==> config.mk <==
export PLATFORM = sky130hd
export DESIGN_NAME = fsov_fifo
export DESIGN_NICKNAME = d
export VERILOG_FILES = /design/src/rtl/factor_sum_out_variable_macros.svh /design/src/rtl/fsov_fifo.sv
export SDC_FILE = /design/constraint.sdc
export NUM_CORES = 1
export LEC_CHECK = 0
export BUFFER_PORTS_ARGS = -buffer_cell sky130_fd_sc_hd__buf_4
export CAP_MARGIN = 20
export CORE_AREA = 5 5 42 44
export CTS_BUF_LIST = sky130_fd_sc_hd__clkbuf_16
export DETAILED_ROUTE_END_ITERATION = 10
export DIE_AREA = 0 0 47 49
export SETUP_SLACK_MARGIN = 0.05
export SYNTH_ARGS = -nofsm -noshare
export SYNTH_HDL_FRONTEND = slang
export SYNTH_SLANG_ARGS = --single-unit
==> constraint.sdc <==
create_clock -name clk -period 2 [get_ports clk]
set_input_delay 0.4 -clock clk [delete_from_list [all_inputs] [get_ports clk]]
set_output_delay 0.4 -clock clk [all_outputs]
set_load 0.1 [all_outputs]
==> src/rtl/factor_sum_out_variable_macros.svh <==
// ----------------------------------------------------------------------------
// Assertion macros for factor_sum_out_variable
// Shared concurrent assertion forms, clocked on clk and disabled in reset.
// ----------------------------------------------------------------------------
`ifndef FACTOR_SUM_OUT_VARIABLE_MACROS_SVH
`define FACTOR_SUM_OUT_VARIABLE_MACROS_SVH

// The consequent holds in the same cycle as the antecedent.
`define FSOV_ASSERT_NOW(label, ante, cons) \
  label: assert property (@(posedge clk) disable iff (!rst_n) (ante) |-> (cons)) \
    else $error("fsov assertion failed");

// The consequent holds in the cycle after the antecedent.
`define FSOV_ASSERT_NEXT(label, ante, cons) \
  label: assert property (@(posedge clk) disable iff (!rst_n) (ante) |=> (cons)) \
    else $error("fsov assertion failed");

`endif

==> src/rtl/fsov_fifo.sv <==
// ----------------------------------------------------------------------------
// fsov_fifo
// Small synchronous queue with push/full and pop/empty handshakes.
// ----------------------------------------------------------------------------
module fsov_fifo #(
  parameter type item_t = logic,
  parameter int  DEPTH  = 2
) (
  input  logic  clk,
  input  logic  rst_n,
  input  logic  push,
  output logic  full,
  input  item_t data_in,
  input  logic  pop,
  output logic  empty,
  output item_t data_out
);

  localparam int PW = (DEPTH > 1) ? $clog2(DEPTH) : 1;
  localparam int CW = $clog2(DEPTH + 1);

  item_t           mem_r [DEPTH];
  logic [PW-1:0]   wp_r;
  logic [PW-1:0]   rp_r;
  logic [CW-1:0]   cnt_r;
  logic            do_push;
  logic            do_pop;

  assign full     = (cnt_r == CW'(DEPTH));
  assign empty    = (cnt_r == '0);
  assign do_push  = push && !full;
  assign do_pop   = pop && !empty;
  assign data_out = mem_r[rp_r];

  always_ff @(posedge clk) begin
    if (!rst_n) begin
      wp_r  <= '0;
      rp_r  <= '0;
      cnt_r <= '0;
    end else begin
      if (do_push) begin
        wp_r <= (wp_r == PW'(DEPTH - 1)) ? '0 : wp_r + 1'b1;
      end
      if (do_pop) begin
        rp_r <= (rp_r == PW'(DEPTH - 1)) ? '0 : rp_r + 1'b1;
      end
      if (do_push && !do_pop) begin
        cnt_r <= cnt_r + 1'b1;
      end else if (do_pop && !do_push) begin
        cnt_r <= cnt_r - 1'b1;
      end
    end
  end

  always_ff @(posedge clk) begin
    if (do_push) begin
      mem_r[wp_r] <= data_in;
    end
  end

endmodule

==> impl_results.md, run 1 <==
* Status: complete, no violations
* Synth Register Bits at 7
* Worst-margin pin slew at 0.278 ns
* Clock Path Buffers at 2
* CTS tree: built
* Most crowded layer after global routing: met2
* Syn Nets at 34
* Syn Inst Count at 28
* CP cell instances: nand2b_1 -> inv_2 -> nor2_1 -> ha_1 -> or3_1 -> a21boi_1
* # rows at 14
* IO buf count at 7
* GPL Wtd Cong at 0.617
* Drt drc at 0
* Die width at 47 µm
* Slew Limit Headroom at 0.816
* GRT Util Overall at 0.0623
* Final setup violation count at 0
* Global route overflow at 0
* First-pass GRT wire length at 924 µm
* Final nets at 46
* Cell variety after synth at 19
* Clk root buf: clkbuf_16
* Die area at 2300 µm²
* Synth top area share at 0.328
* Setup tns final at 0 ns
* Crit path max-delay family: simple AND/OR/NAND/NOR gates
* Worst path required time at 2.16 ns
* Cts repair resizes at 0
* DIE HEIGHT at 49 µm
* Routed vias at 227
* CTS H-Tree Depth at 1
* ANT nets after route at 0
* Average size of a mapped cell at 10.9 µm²
* Buffer and inverter count on the worst path at 1
* Layout cells sized above 1 at 0.359
* I/O pin cnt at 8
* DR vias/cell at 4.13
* Final hold violation count at 0
* Routed length per instance at 9.82 µm
* Initial antenna violation count at 0
* Clk_lat worst skew at 0.23 ns
* CP startpoint kind: flop
* DR pass1 iterations at 4
* Core area at 1400 µm²
* Detailed Place HPWL at 413 µm
* CTS buffer count at 3
* Yosys warns at 0
* CP peak stage delay at 0.42 ns
* Fmax at 625 MHz
* Hold_buf cts at 0
* Synth top area cells: dfxtp_1 33%, edfxtp_1 20%, and2_1 6.1%, xnor2_1 5.7%, ha_1 4.1%
* CP Data Arrival Time at 1.76 ns
* RSZ-0062 raised after global routing: no
* CTS Sinks at 7
* Grt met1 use at 0.0670
* Synth Cell Area at 305 µm²
* Most frequent cells in the layout: 7 x buf_4, 5 x dfxtp_1, 3 x and2_1, 3 x clkbuf_16
* CP max FO at 5
* Min Tclk post-route at 1.60 ns
* Number of global-route vias before repair at 234
* Clock Skews at 0.00168 ns
* Met3 usage at 0.0369
* Commonest non-fill, non-tap cell in the layout: buf_4
* Overall routed net length at 540 µm
* Crit-path slowest cell: dfxtp_1
* Period utilisation layout at 0.800
* CP Capture Type: flop
* # diodes at 0
* Starting DRT DRC Count at 3
* Hold Path Class: primary input to flop
* Post-synthesis sequential area ratio at 0.525
* Setup CP Type: flop to flop
* Post-CTS setup buffers at 0
* Max-Cap Viols at 0
* Area grow syn2layout at 50.4%
* Leading area contributor after synthesis: dfxtp_1
* Slew Viols, Final at 0
* Largest net degree at the start of global routing at 6
* Clock Pin Slew Worst Setup and Hold Paths at 0.04 ns
* Initial core utilization at 0.218
* Met2 GRT Util at 0.0747
## synth_stat cells
cell type,number
a21boi_0,1
a21boi_1,1
and2_1,3
and3_1,1
dfxtp_1,5
edfxtp_1,2
ha_1,1
inv_1,1
inv_2,1
mux2_2,1
nand2b_1,1
nor2_1,2
nor3_2,1
o21a_1,1
o21ai_0,1
o21ai_1,1
or3_1,1
xnor2_1,2
xor2_1,1
## routing by layer
layer | share of wire | vias to the layer above | routed length (µm)
li1 | - | 117 | -
met1 | 0.40 | 100 | 214
met2 | 0.47 | 7 | 255
met3 | 0.085 | 3 | 46
met4 | 0.043 | 0 | 23
met5 | 0 | - | 0
## logic make-up after synthesis
group	share of synthesized area
compound gates	0.107
xor+xnor	0.0861
fa+ha+maj	0.0410
buf+inv	0.0246
flops	0.525
mux	0.0369
simple gates	0.180
## final timing paths
path / from / endpoint / slack, ns / cells past startpoint
worst max-delay path: cnt_r[0] / cnt_r[1] / 0.40 / 6
worst min-delay path: data_in / mem_r[1] / 0.36 / 1
worst max register to register: cnt_r[0] / cnt_r[1] / 0.40 / 6
worst min register to register: cnt_r[1] / cnt_r[1] / 0.53 / 2
## cell type report
type	instances	area, µm²
fillers	153	942
flip-flops and latches	7	160
multi-input cells	19	140
clock buffers	3	75.1
repair buffers	7	52.6
well taps	16	20.0
inverters	2	7.51
clock inverters	1	3.75
## through the flow
stage	instance area (µm²)	cells	setup slack, ns	hold slack, ns	utilization
floorplan	308	28	0.184	0.494	-
global placement	380	51	0.442	0.513	0.271
detailed placement	380	51	0.415	0.528	0.271
CTS	459	55	0.394	0.356	0.328
global route	459	55	0.287	0.355	0.328
finish	459	55	0.400	0.357	0.328
Power of run 1 is left out: the tool's default activity adds up to more than one toggle a clock period on the data nets, which glitch-free logic cannot reach.
==> run 2: changes to the inputs <==
Clock period 2 ns to 1.5 ns, I/O delays scaled along.
==> run 2 against run 1 <==
- worst hold slack lost 0.097 ns
- non-clock buffer count is 3 higher
- wire length grew 4.4%
- clock skew about the same
- die area stayed put
- global-route usage increased by 0.49 points
- fmax grew 13%
- first-iteration DRC count is 67% lower
- register-to-register slack worse by 0.32 ns
- critical path depth is the same
- critical path type unchanged
- critical endpoint unchanged
- largest cell class is now multi-input combinational cells
- highest routed layer unchanged
==> impl_results.md, run 2 (same netlist as run 1, synthesis figures left out) <==
* Worst-margin pin slew at 0.271 ns
* GPL Wtd Cong at 0.653
* Clock Skews at 0.00169 ns
* Routed vias at 230
* Detailed Place HPWL at 446 µm
* First-pass GRT wire length at 1000 µm
* Commonest non-fill, non-tap cell in the layout: buf_4
* Final nets at 49
* Worst R2R Path Depth at 6
* ANT nets after route at 0
* Met3 wire length at 66 µm
* IO buf count at 7
* Slew Viols, Final at 0
* Worst path required time at 1.65 ns
* Placed insts at 53
* Setup CP Type: flop to flop
* Clock Path Buffers at 2
* # rows at 14
* Crit path from: cnt_r[0]
* RSZ-0062 raised after global routing: yes
* Clk root buf: clkbuf_16
* R2R Setup Slk at 0.08 ns
* Final setup violation count at 0
* DIE HEIGHT at 49 µm
* Initial core utilization at 0.218
* Final hold violation count at 0
* Initial antenna violation count at 0
* CTS buffer count at 3
* Clock Pin Slew Worst Setup and Hold Paths at 0.03 ns
* GRT Util Overall at 0.0672
* Min Tclk post-route at 1.42 ns
* # diodes at 0
* Overall routed net length at 564 µm
* Die width at 47 µm
* Number of global-route vias before repair at 237
* Final Util at 0.376
* CP Capture Type: flop
* Core area at 1400 µm²
* Die area at 2300 µm²
* Met2 wire length at 200 µm
* Top sig layer: met4
* Slew Limit Headroom at 0.818
* CP max FO at 4
* Status: complete, no violations
* Drt drc at 0
* Area grow syn2layout at 72.5%
* Post-Layout Cell Count at 58
* DR vias/cell at 3.97
* Metal-1 WL at 282 µm
* CTS tree: built
* Number of stages on the worst hold path at 1
* CTS Sinks at 7
* Hold EP: mem_r[0]
* Max-Cap Viols at 0
* DR pass1 iterations at 2
* Reg-to-Reg End: cnt_r[1]
* Clk_lat worst skew at 0.23 ns
* Routed length per instance at 9.72 µm
* CP Data Arrival Time at 1.57 ns
* Starting DRT DRC Count at 1
* Period utilisation layout at 0.943
* Largest net degree at the start of global routing at 6
* Fmax at 707 MHz
* Layout cells sized above 1 at 0.524
* CP startpoint kind: flop
* Reg-to-Reg Start: cnt_r[0]
* Most frequent cells in the layout: 10 x buf_4, 3 x and2_1, 3 x dfxtp_1, 3 x clkbuf_16
* Hold Path Class: primary input to flop
* I/O pin cnt at 8
* Global route overflow at 0
* HP Start: data_in
* CTS H-Tree Depth at 1
[run 2: metrics by stage]
step / setup TNS [ns] / cell area, µm² / hold WS (ns) / setup WS, ns
after floorplan: -0.0108 / 343 / 0.399 / -0.0108
after CTS: 0 / 527 / 0.260 / 0.0530
after global routing: -0.00498 / 527 / 0.257 / -0.00498
final: 0 / 527 / 0.261 / 0.0849
after global placement: 0 / 430 / 0.492 / 0.0505
after detailed placement: 0 / 430 / 0.495 / 0.0243
[run 2: per-layer routing]
metal | GRT usage | vias to the layer above
met2 | 0.0701 | 10
met5 | 0 | -
met1 | 0.0869 | 95
met3 | 0.0369 | 2
li1 | - | 123
met4 | 0.0691 | 0
[run 2: worst max-delay path by stage]
stage | end | cells after the start
after global placement | cnt_r[1] | 7
after global routing | cnt_r[1] | 6
after CTS | cnt_r[1] | 6
after floorplan | cnt_r[1] | 7
after detailed placement | cnt_r[1] | 7
final | cnt_r[1] | 6
[run 2: worst max-delay path, stage by stage, from the launching register on]
cell and delay (ns):
dfxtp_4 0.35, nand2b_4 0.17, inv_12 0.04, nor2_4 0.10, ha_4 0.22, or3_1 0.34, a21boi_1 0.12
[run 2: layout make-up]
class	count	area (µm²)
Multi-Input combinational cell	19	168
Fill cell	152	875
Timing Repair Buffer	10	75.1
Sequential cell	7	165
Inverter	2	20.0
Tap cell	16	20.0
Clock inverter	1	3.75
Clock buffer	3	75.1
[run 2: timing repair]
item / 4_1_cts / 5_1_grt
hold endpoints to repair: 0 / 0
resized for setup: 1 / 0
hold buffers: 0 / 0
setup endpoints to repair: 1 / 1
setup buffers: 1 / 0
pin swaps: 2 / 1
Power of run 2 is left out for the same reason.
