==> config.mk <==
export PLATFORM = sky130hd
export DESIGN_NAME = fsov_front
export DESIGN_NICKNAME = d
export VERILOG_FILES = /design/src/rtl/factor_sum_out_variable_macros.svh /design/src/rtl/fsov_pkg.sv /design/src/rtl/fsov_front.sv
export SDC_FILE = /design/constraint.sdc
export NUM_CORES = 2
export LEC_CHECK = 0
export ABC_AREA = 1
export BUFFER_PORTS_ARGS = -buffer_cell sky130_fd_sc_hd__buf_4
export CAP_MARGIN = 10
export CORE_AREA = 2 2 201 400
export CTS_BUF_LIST = sky130_fd_sc_hd__clkbuf_8
export DETAILED_ROUTE_END_ITERATION = 12
export DIE_AREA = 0 0 203 402
export PLACE_DENSITY = 0.67
export SLEW_MARGIN = 20
export SYNTH_ARGS = -nofsm -noshare
export SYNTH_HDL_FRONTEND = slang
export SYNTH_SLANG_ARGS = --single-unit
==> constraint.sdc <==
create_clock -name clk -period 62.9 [get_ports clk]
set_input_delay 3.145 -clock clk [delete_from_list [all_inputs] [get_ports clk]]
set_output_delay 3.145 -clock clk [all_outputs]
set_load 0.05 [all_outputs]
==> src/rtl/factor_sum_out_variable_macros.svh <==
// ----------------------------------------------------------------------------
// Assertion macros for factor_sum_out_variable
// Shared concurrent assertion forms, clocked on clk and disabled in reset.
// ----------------------------------------------------------------------------
`ifndef FACTOR_SUM_OUT_VARIABLE_MACROS_SVH
`define FACTOR_SUM_OUT_VARIABLE_MACROS_SVH

// The consequent holds in the same cycle as the antecedent.
`define FSOV_ASSERT_NOW(label, ante, cons) \
  label: assert property (@(posedge clk) disable iff (!rst_n) (ante) |-> (cons)) \
    else $error("fsov assertion failed");

// The consequent holds in the cycle after the antecedent.
`define FSOV_ASSERT_NEXT(label, ante, cons) \
  label: assert property (@(posedge clk) disable iff (!rst_n) (ante) |=> (cons)) \
    else $error("fsov assertion failed");

`endif

==> src/rtl/fsov_pkg.sv <==
// ----------------------------------------------------------------------------
// fsov_pkg
// Types and constants shared by the factor sum-out blocks.
// ----------------------------------------------------------------------------
package fsov_pkg;

  localparam int ENTRY_W   = 32;
  localparam int RINDEX_W  = 12;
  localparam int DIGIT_W   = 4;
  localparam int IDX_W_MAX = 16;
  localparam int CFG_IDX_W = 2;
  localparam int CFG_DATA_W = 32;

  localparam logic CMD_ACCUM = 1'b0;
  localparam logic CMD_READ  = 1'b1;

  localparam logic [CFG_IDX_W-1:0] REG_NUM_VARS = 2'd0;
  localparam logic [CFG_IDX_W-1:0] REG_CARDS    = 2'd1;
  localparam logic [CFG_IDX_W-1:0] REG_SUM_POS  = 2'd2;

  typedef struct packed {
    logic                cmd;
    logic [ENTRY_W-1:0]  entry_value;
    logic [RINDEX_W-1:0] read_index;
  } in_item_t;

  typedef struct packed {
    logic [RINDEX_W-1:0] result_index;
    logic [ENTRY_W-1:0]  result_value;
    logic                overflow;
    logic                table_done;
  } out_item_t;

  typedef struct packed {
    logic [3:0]  num_vars;
    logic [31:0] cards;
    logic [3:0]  sum_pos;
  } cfg_t;

  typedef struct packed {
    logic                 cmd;
    logic [ENTRY_W-1:0]   value;
    logic [IDX_W_MAX-1:0] idx;
    logic                 wr_new;
    logic                 first;
    logic                 done;
  } mid_item_t;

endpackage

==> src/rtl/fsov_front.sv <==
// ----------------------------------------------------------------------------
// fsov_front
// Accepts items, runs the assignment digit counter and computes the result
// index through a pipeline of mixed-radix Horner steps, one scope position
// per stage, reduced modulo the store depth at every step.
// ----------------------------------------------------------------------------
module fsov_front #(
  parameter int MAX_VARS    = 8,
  parameter int TABLE_DEPTH = 4096
) (
  input  logic                clk,
  input  logic                rst_n,
  input  fsov_pkg::cfg_t      cfg,
  input  logic                in_push,
  input  fsov_pkg::in_item_t  in_item,
  output logic                in_full,
  output logic                mq_push,
  output fsov_pkg::mid_item_t mq_item,
  input  logic                mq_full
);

  localparam int AW      = $clog2(TABLE_DEPTH);
  localparam int NSTG    = (MAX_VARS < 3) ? 3 : MAX_VARS;
  localparam int CW      = 5;
  localparam int TW      = AW + CW;
  localparam int RD_NIBS = 3;
  localparam bit D_POW2  = ((TABLE_DEPTH & (TABLE_DEPTH - 1)) == 0);

  typedef struct packed {
    logic [CW-1:0]                c;
    logic [fsov_pkg::DIGIT_W-1:0] d;
  } cd_t;

  logic [fsov_pkg::DIGIT_W-1:0] dig_r   [NSTG];
  logic [fsov_pkg::DIGIT_W-1:0] dig_nxt [NSTG];
  logic [NSTG:0]                v_r;
  fsov_pkg::mid_item_t          meta_r  [NSTG+1];
  logic [AW-1:0]                acc_r   [NSTG+1];
  cd_t                          cd_r    [NSTG][NSTG];
  cd_t                          cd_nxt  [NSTG];
  fsov_pkg::mid_item_t          meta_nxt;
  logic [3:0]                   n_act;
  logic                         absent;
  logic                         f_adv;
  logic                         accept;

  function automatic logic [AW-1:0] idx_step(input logic [AW-1:0] acc, input cd_t cd);
    logic [TW-1:0] t;
    t = TW'(acc) * TW'(cd.c) + TW'(cd.d);
    if (!D_POW2) begin
      for (int q = 3; q >= 0; q--) begin
        if (t >= (TW'(TABLE_DEPTH) << q)) begin
          t = t - (TW'(TABLE_DEPTH) << q);
        end
      end
    end
    return t[AW-1:0];
  endfunction

  assign f_adv   = !mq_full;
  assign in_full = mq_full;
  assign accept  = in_push && f_adv;

  always_comb begin
    logic       carry;
    logic       first;
    logic [3:0] sel_dig;
    logic [3:0] cm1;
    if (cfg.num_vars == 4'd0) begin
      n_act = 4'd1;
    end else if (cfg.num_vars > 4'(MAX_VARS)) begin
      n_act = 4'(MAX_VARS);
    end else begin
      n_act = cfg.num_vars;
    end
    absent  = (cfg.sum_pos >= n_act);
    carry   = 1'b1;
    first   = 1'b1;
    sel_dig = '0;
    for (int k = NSTG - 1; k >= 0; k--) begin
      cm1        = cfg.cards[4*k +: 4];
      dig_nxt[k] = dig_r[k];
      if (4'(k) < n_act) begin
        if (dig_r[k] != '0) begin
          first = 1'b0;
        end
        if (4'(k) == cfg.sum_pos) begin
          sel_dig = dig_r[k];
        end
        if (carry) begin
          if (dig_r[k] < cm1) begin
            dig_nxt[k] = dig_r[k] + 1'b1;
            carry      = 1'b0;
          end else begin
            dig_nxt[k] = '0;
          end
        end
      end
      cd_nxt[k].c = CW'(1);
      cd_nxt[k].d = '0;
      if (in_item.cmd == fsov_pkg::CMD_READ) begin
        if (k < RD_NIBS) begin
          cd_nxt[k].c = CW'(16);
          cd_nxt[k].d = 4'(in_item.read_index >> (4 * (RD_NIBS - 1 - k)));
        end
      end else if ((4'(k) < n_act) && !(!absent && (4'(k) == cfg.sum_pos))) begin
        cd_nxt[k].c = CW'(cm1) + CW'(1);
        cd_nxt[k].d = dig_r[k];
      end
    end
    meta_nxt.cmd    = in_item.cmd;
    meta_nxt.value  = in_item.entry_value;
    meta_nxt.idx    = '0;
    meta_nxt.wr_new = absent || (sel_dig == '0);
    meta_nxt.first  = first;
    meta_nxt.done   = carry;
  end

  always_ff @(posedge clk) begin
    if (!rst_n) begin
      v_r <= '0;
      for (int k = 0; k < NSTG; k++) begin
        dig_r[k] <= '0;
      end
    end else begin
      if (accept && (in_item.cmd == fsov_pkg::CMD_ACCUM)) begin
        dig_r <= dig_nxt;
      end
      if (f_adv) begin
        v_r <= {v_r[NSTG-1:0], accept};
      end
    end
  end

  always_ff @(posedge clk) begin
    if (f_adv) begin
      meta_r[0] <= meta_nxt;
      acc_r[0]  <= '0;
      cd_r[0]   <= cd_nxt;
      for (int s = 0; s < NSTG; s++) begin
        meta_r[s+1] <= meta_r[s];
        acc_r[s+1]  <= idx_step(acc_r[s], cd_r[s][s]);
      end
      for (int s = 0; s < NSTG - 1; s++) begin
        cd_r[s+1] <= cd_r[s];
      end
    end
  end

  always_comb begin
    mq_item     = meta_r[NSTG];
    mq_item.idx = fsov_pkg::IDX_W_MAX'(acc_r[NSTG]);
  end

  assign mq_push = v_r[NSTG] && f_adv;

endmodule

==> metrics <==
Die W=203 um; Leak=17.5 nW; DRT Wirelength=just over 50000 um; # fillers=6636; setup TNS=0 ns; hpwl dp=35500 um; period utilization=10.8%; GRT Total Usage=13.1%; Synth area leader=edfxtp_1; first-pass GRT wire length=between 80000 and 90000 um; worst r2r src=cd_r[1][160]$_DFFE_PN_; number of global-route vias before repair=18.9k; DR vias/cell=4.70; CTS tree=done; synthesized instance count=~2.7k; Rel. slew slack=30.1%; hold_sp=cd_r[1][24]$_DFFE_PN_; Crit path required time=59.76 ns; Post-synth ARST share=0%; H-tree Lvls=3; FF+latch area=22700 sq um; TritonCTS buffer count=104; most frequent cells in the layout=edfxtp_1 (729), inv_1 (495), nand2_1 (492); boundary pin count=about 140; CP Capture Type=output port; clk root buf=clkbuf_8; Synth Register Bits=770; average cell area after synthesis=13.2 sq um; initial antenna violation count=4; worst-path fanout max=13; RSZ-0062 raised after global routing=false; CP Data Arrival Time=3.63 ns; die footprint=81600 sq um; final count of pins violating max slew=0; synth top area cells=edfxtp_1 (61%), fa_1 (9.3%), ha_1 (7.1%); starting density of the core=about 46%; hold-fix buffer count after cts=0; Pwr Total=1.76 mW; via count=18.7k; Multi-input gate area=about 11000 sq um; Placer Congestion=0.863; number of flops mapped to enable cells by yosys=around 730; Synth-to-Final Area Change=11.2%; Worst-path clk slew=about 0.070 ns; clock insertion delay at the later pin of the skew report=roughly 0.75 ns; highest clock rate=~150 MHz; min Tclk post-route=6.78 ns; largest net degree at the start of global routing=179; post_cts resized=0; layout cell share with drive strength beyond 1=10.5%; IO buf count=138; Hold WS=just under 0.4 ns; kind of critical path=in2out; post-CTS setup buffer count=0; drt drc=0; peak supply drop=between 0.02 and 0.025 mV; status=complete, no violations; PD cells=44.2 nW/um^2; clk buf depth=3; drt pass-1 iters=5; synthesized area=around 36000 sq um; final setup fails=0; # Max-Cap Violations=0; # nets final=3330; Sinks on Clock Net=770; Worst-Margin Slew=1.05 ns; antenna-violating nets left=0; Final Hold Viols=0; grt ovf=0; Worst Skew=roughly 0.038 ns; sequential fraction of the synthesis area=63.4%; synth warn=0; routed len/inst=roughly 13 um; DRT iter0 DRCs=887; Die Y=402 um; core box area=78700 sq um; FP Rows=about 150; Worst Hold Class=reg2reg; most common cell after layout, fill and taps aside=edfxtp_1; top-area cell type share of the netlist area=61.1%; unique cell type count in the Yosys netlist=48; Startpoint Class=primary input; most frequently used flop master after synthesis=edfxtp_1; Crit. Startpoint=mq_full
-- path summary, 6_finish.rpt --
path	to	slack (ns)	cells past startpoint
worst min-delay path	cd_r[1][96]$_DFFE_PN_	0.39	0
worst min register to register	cd_r[1][96]$_DFFE_PN_	0.39	0
worst max-delay path	mq_push	56.12	3
worst max register to register	acc_r[0][95]$_DFFE_PN_	58.96	14
-- critical path: stages --
cell and delay, ns:
buf_4 0.16, nor2_1 0.12, buf_4 0.20
-- where the power goes --
| group | internal, mW | switching (mW) |
|---|---|---|
| Combinational | 0.291 | 0.394 |
| Sequential | 0.662 | 0.0312 |
| Clock | 0.199 | 0.183 |
| Total | 1.15 | 0.609 |
-- cell type report --
cell class              count  area share (%)
clock buffers             108            3.73
repair buffers            145            2.79
inverters                 475            4.49
clock inverters            78            1.60
well taps                1036            3.25
multi-input cells        1377            27.1
flip-flops and latches    770            57.0
diodes                      2          0.0126
-- layer usage --
layer / vias to the layer above / GRT usage (%) / routed length (um)
met2: 386 / 21.7 / 25500
li1: 9277 / - / -
met1: 8952 / 16.0 / 21800
met4: 6 / 5.63 / 1550
met5: - / 0 / 46
met3: 127 / 3.64 / 3030
-- sequential cells by signal, indices dropped and copies added, names as in the netlist --
name / cells
cd_r: 323
meta_r: 324
dig_r: 32
v_r: 9
acc_r: 82
-- cells by family after synthesis --
group	count (synthesis)	synth area share [%]
AO/OA/AOI/OAI	157	2.56
XOR/XNOR	115	2.81
adder cells (fa/ha/maj)	368	16.3
buffers and inverters	566	6.51
flip-flops	770	63.4
other	1	0.0105
AND/OR/NAND/NOR	733	8.44
-- stage by stage --
step	util, %	cell area (sq um)	setup slack [ns]	cells
global placement	47.9	37700	56.12	3802
global route	50.6	39900	56.10	3990
CTS	50.6	39800	56.12	3988
finish	50.6	39900	56.12	3991
detailed placement	47.9	37700	56.13	3802
floorplan	-	35900	40.73	2713
-- Yosys cell counts, drive strengths merged, types with 33 or more instances --
master	instances
ha	202
xnor2	33
fa	166
nor2	113
inv	474
a21oi	79
dfxtp	41
clkbuf	35
nand3	66
edfxtp	729
nand2	494
xor2	82
o21ai	39
buf	56
Power figures use the tool's default switching activity.
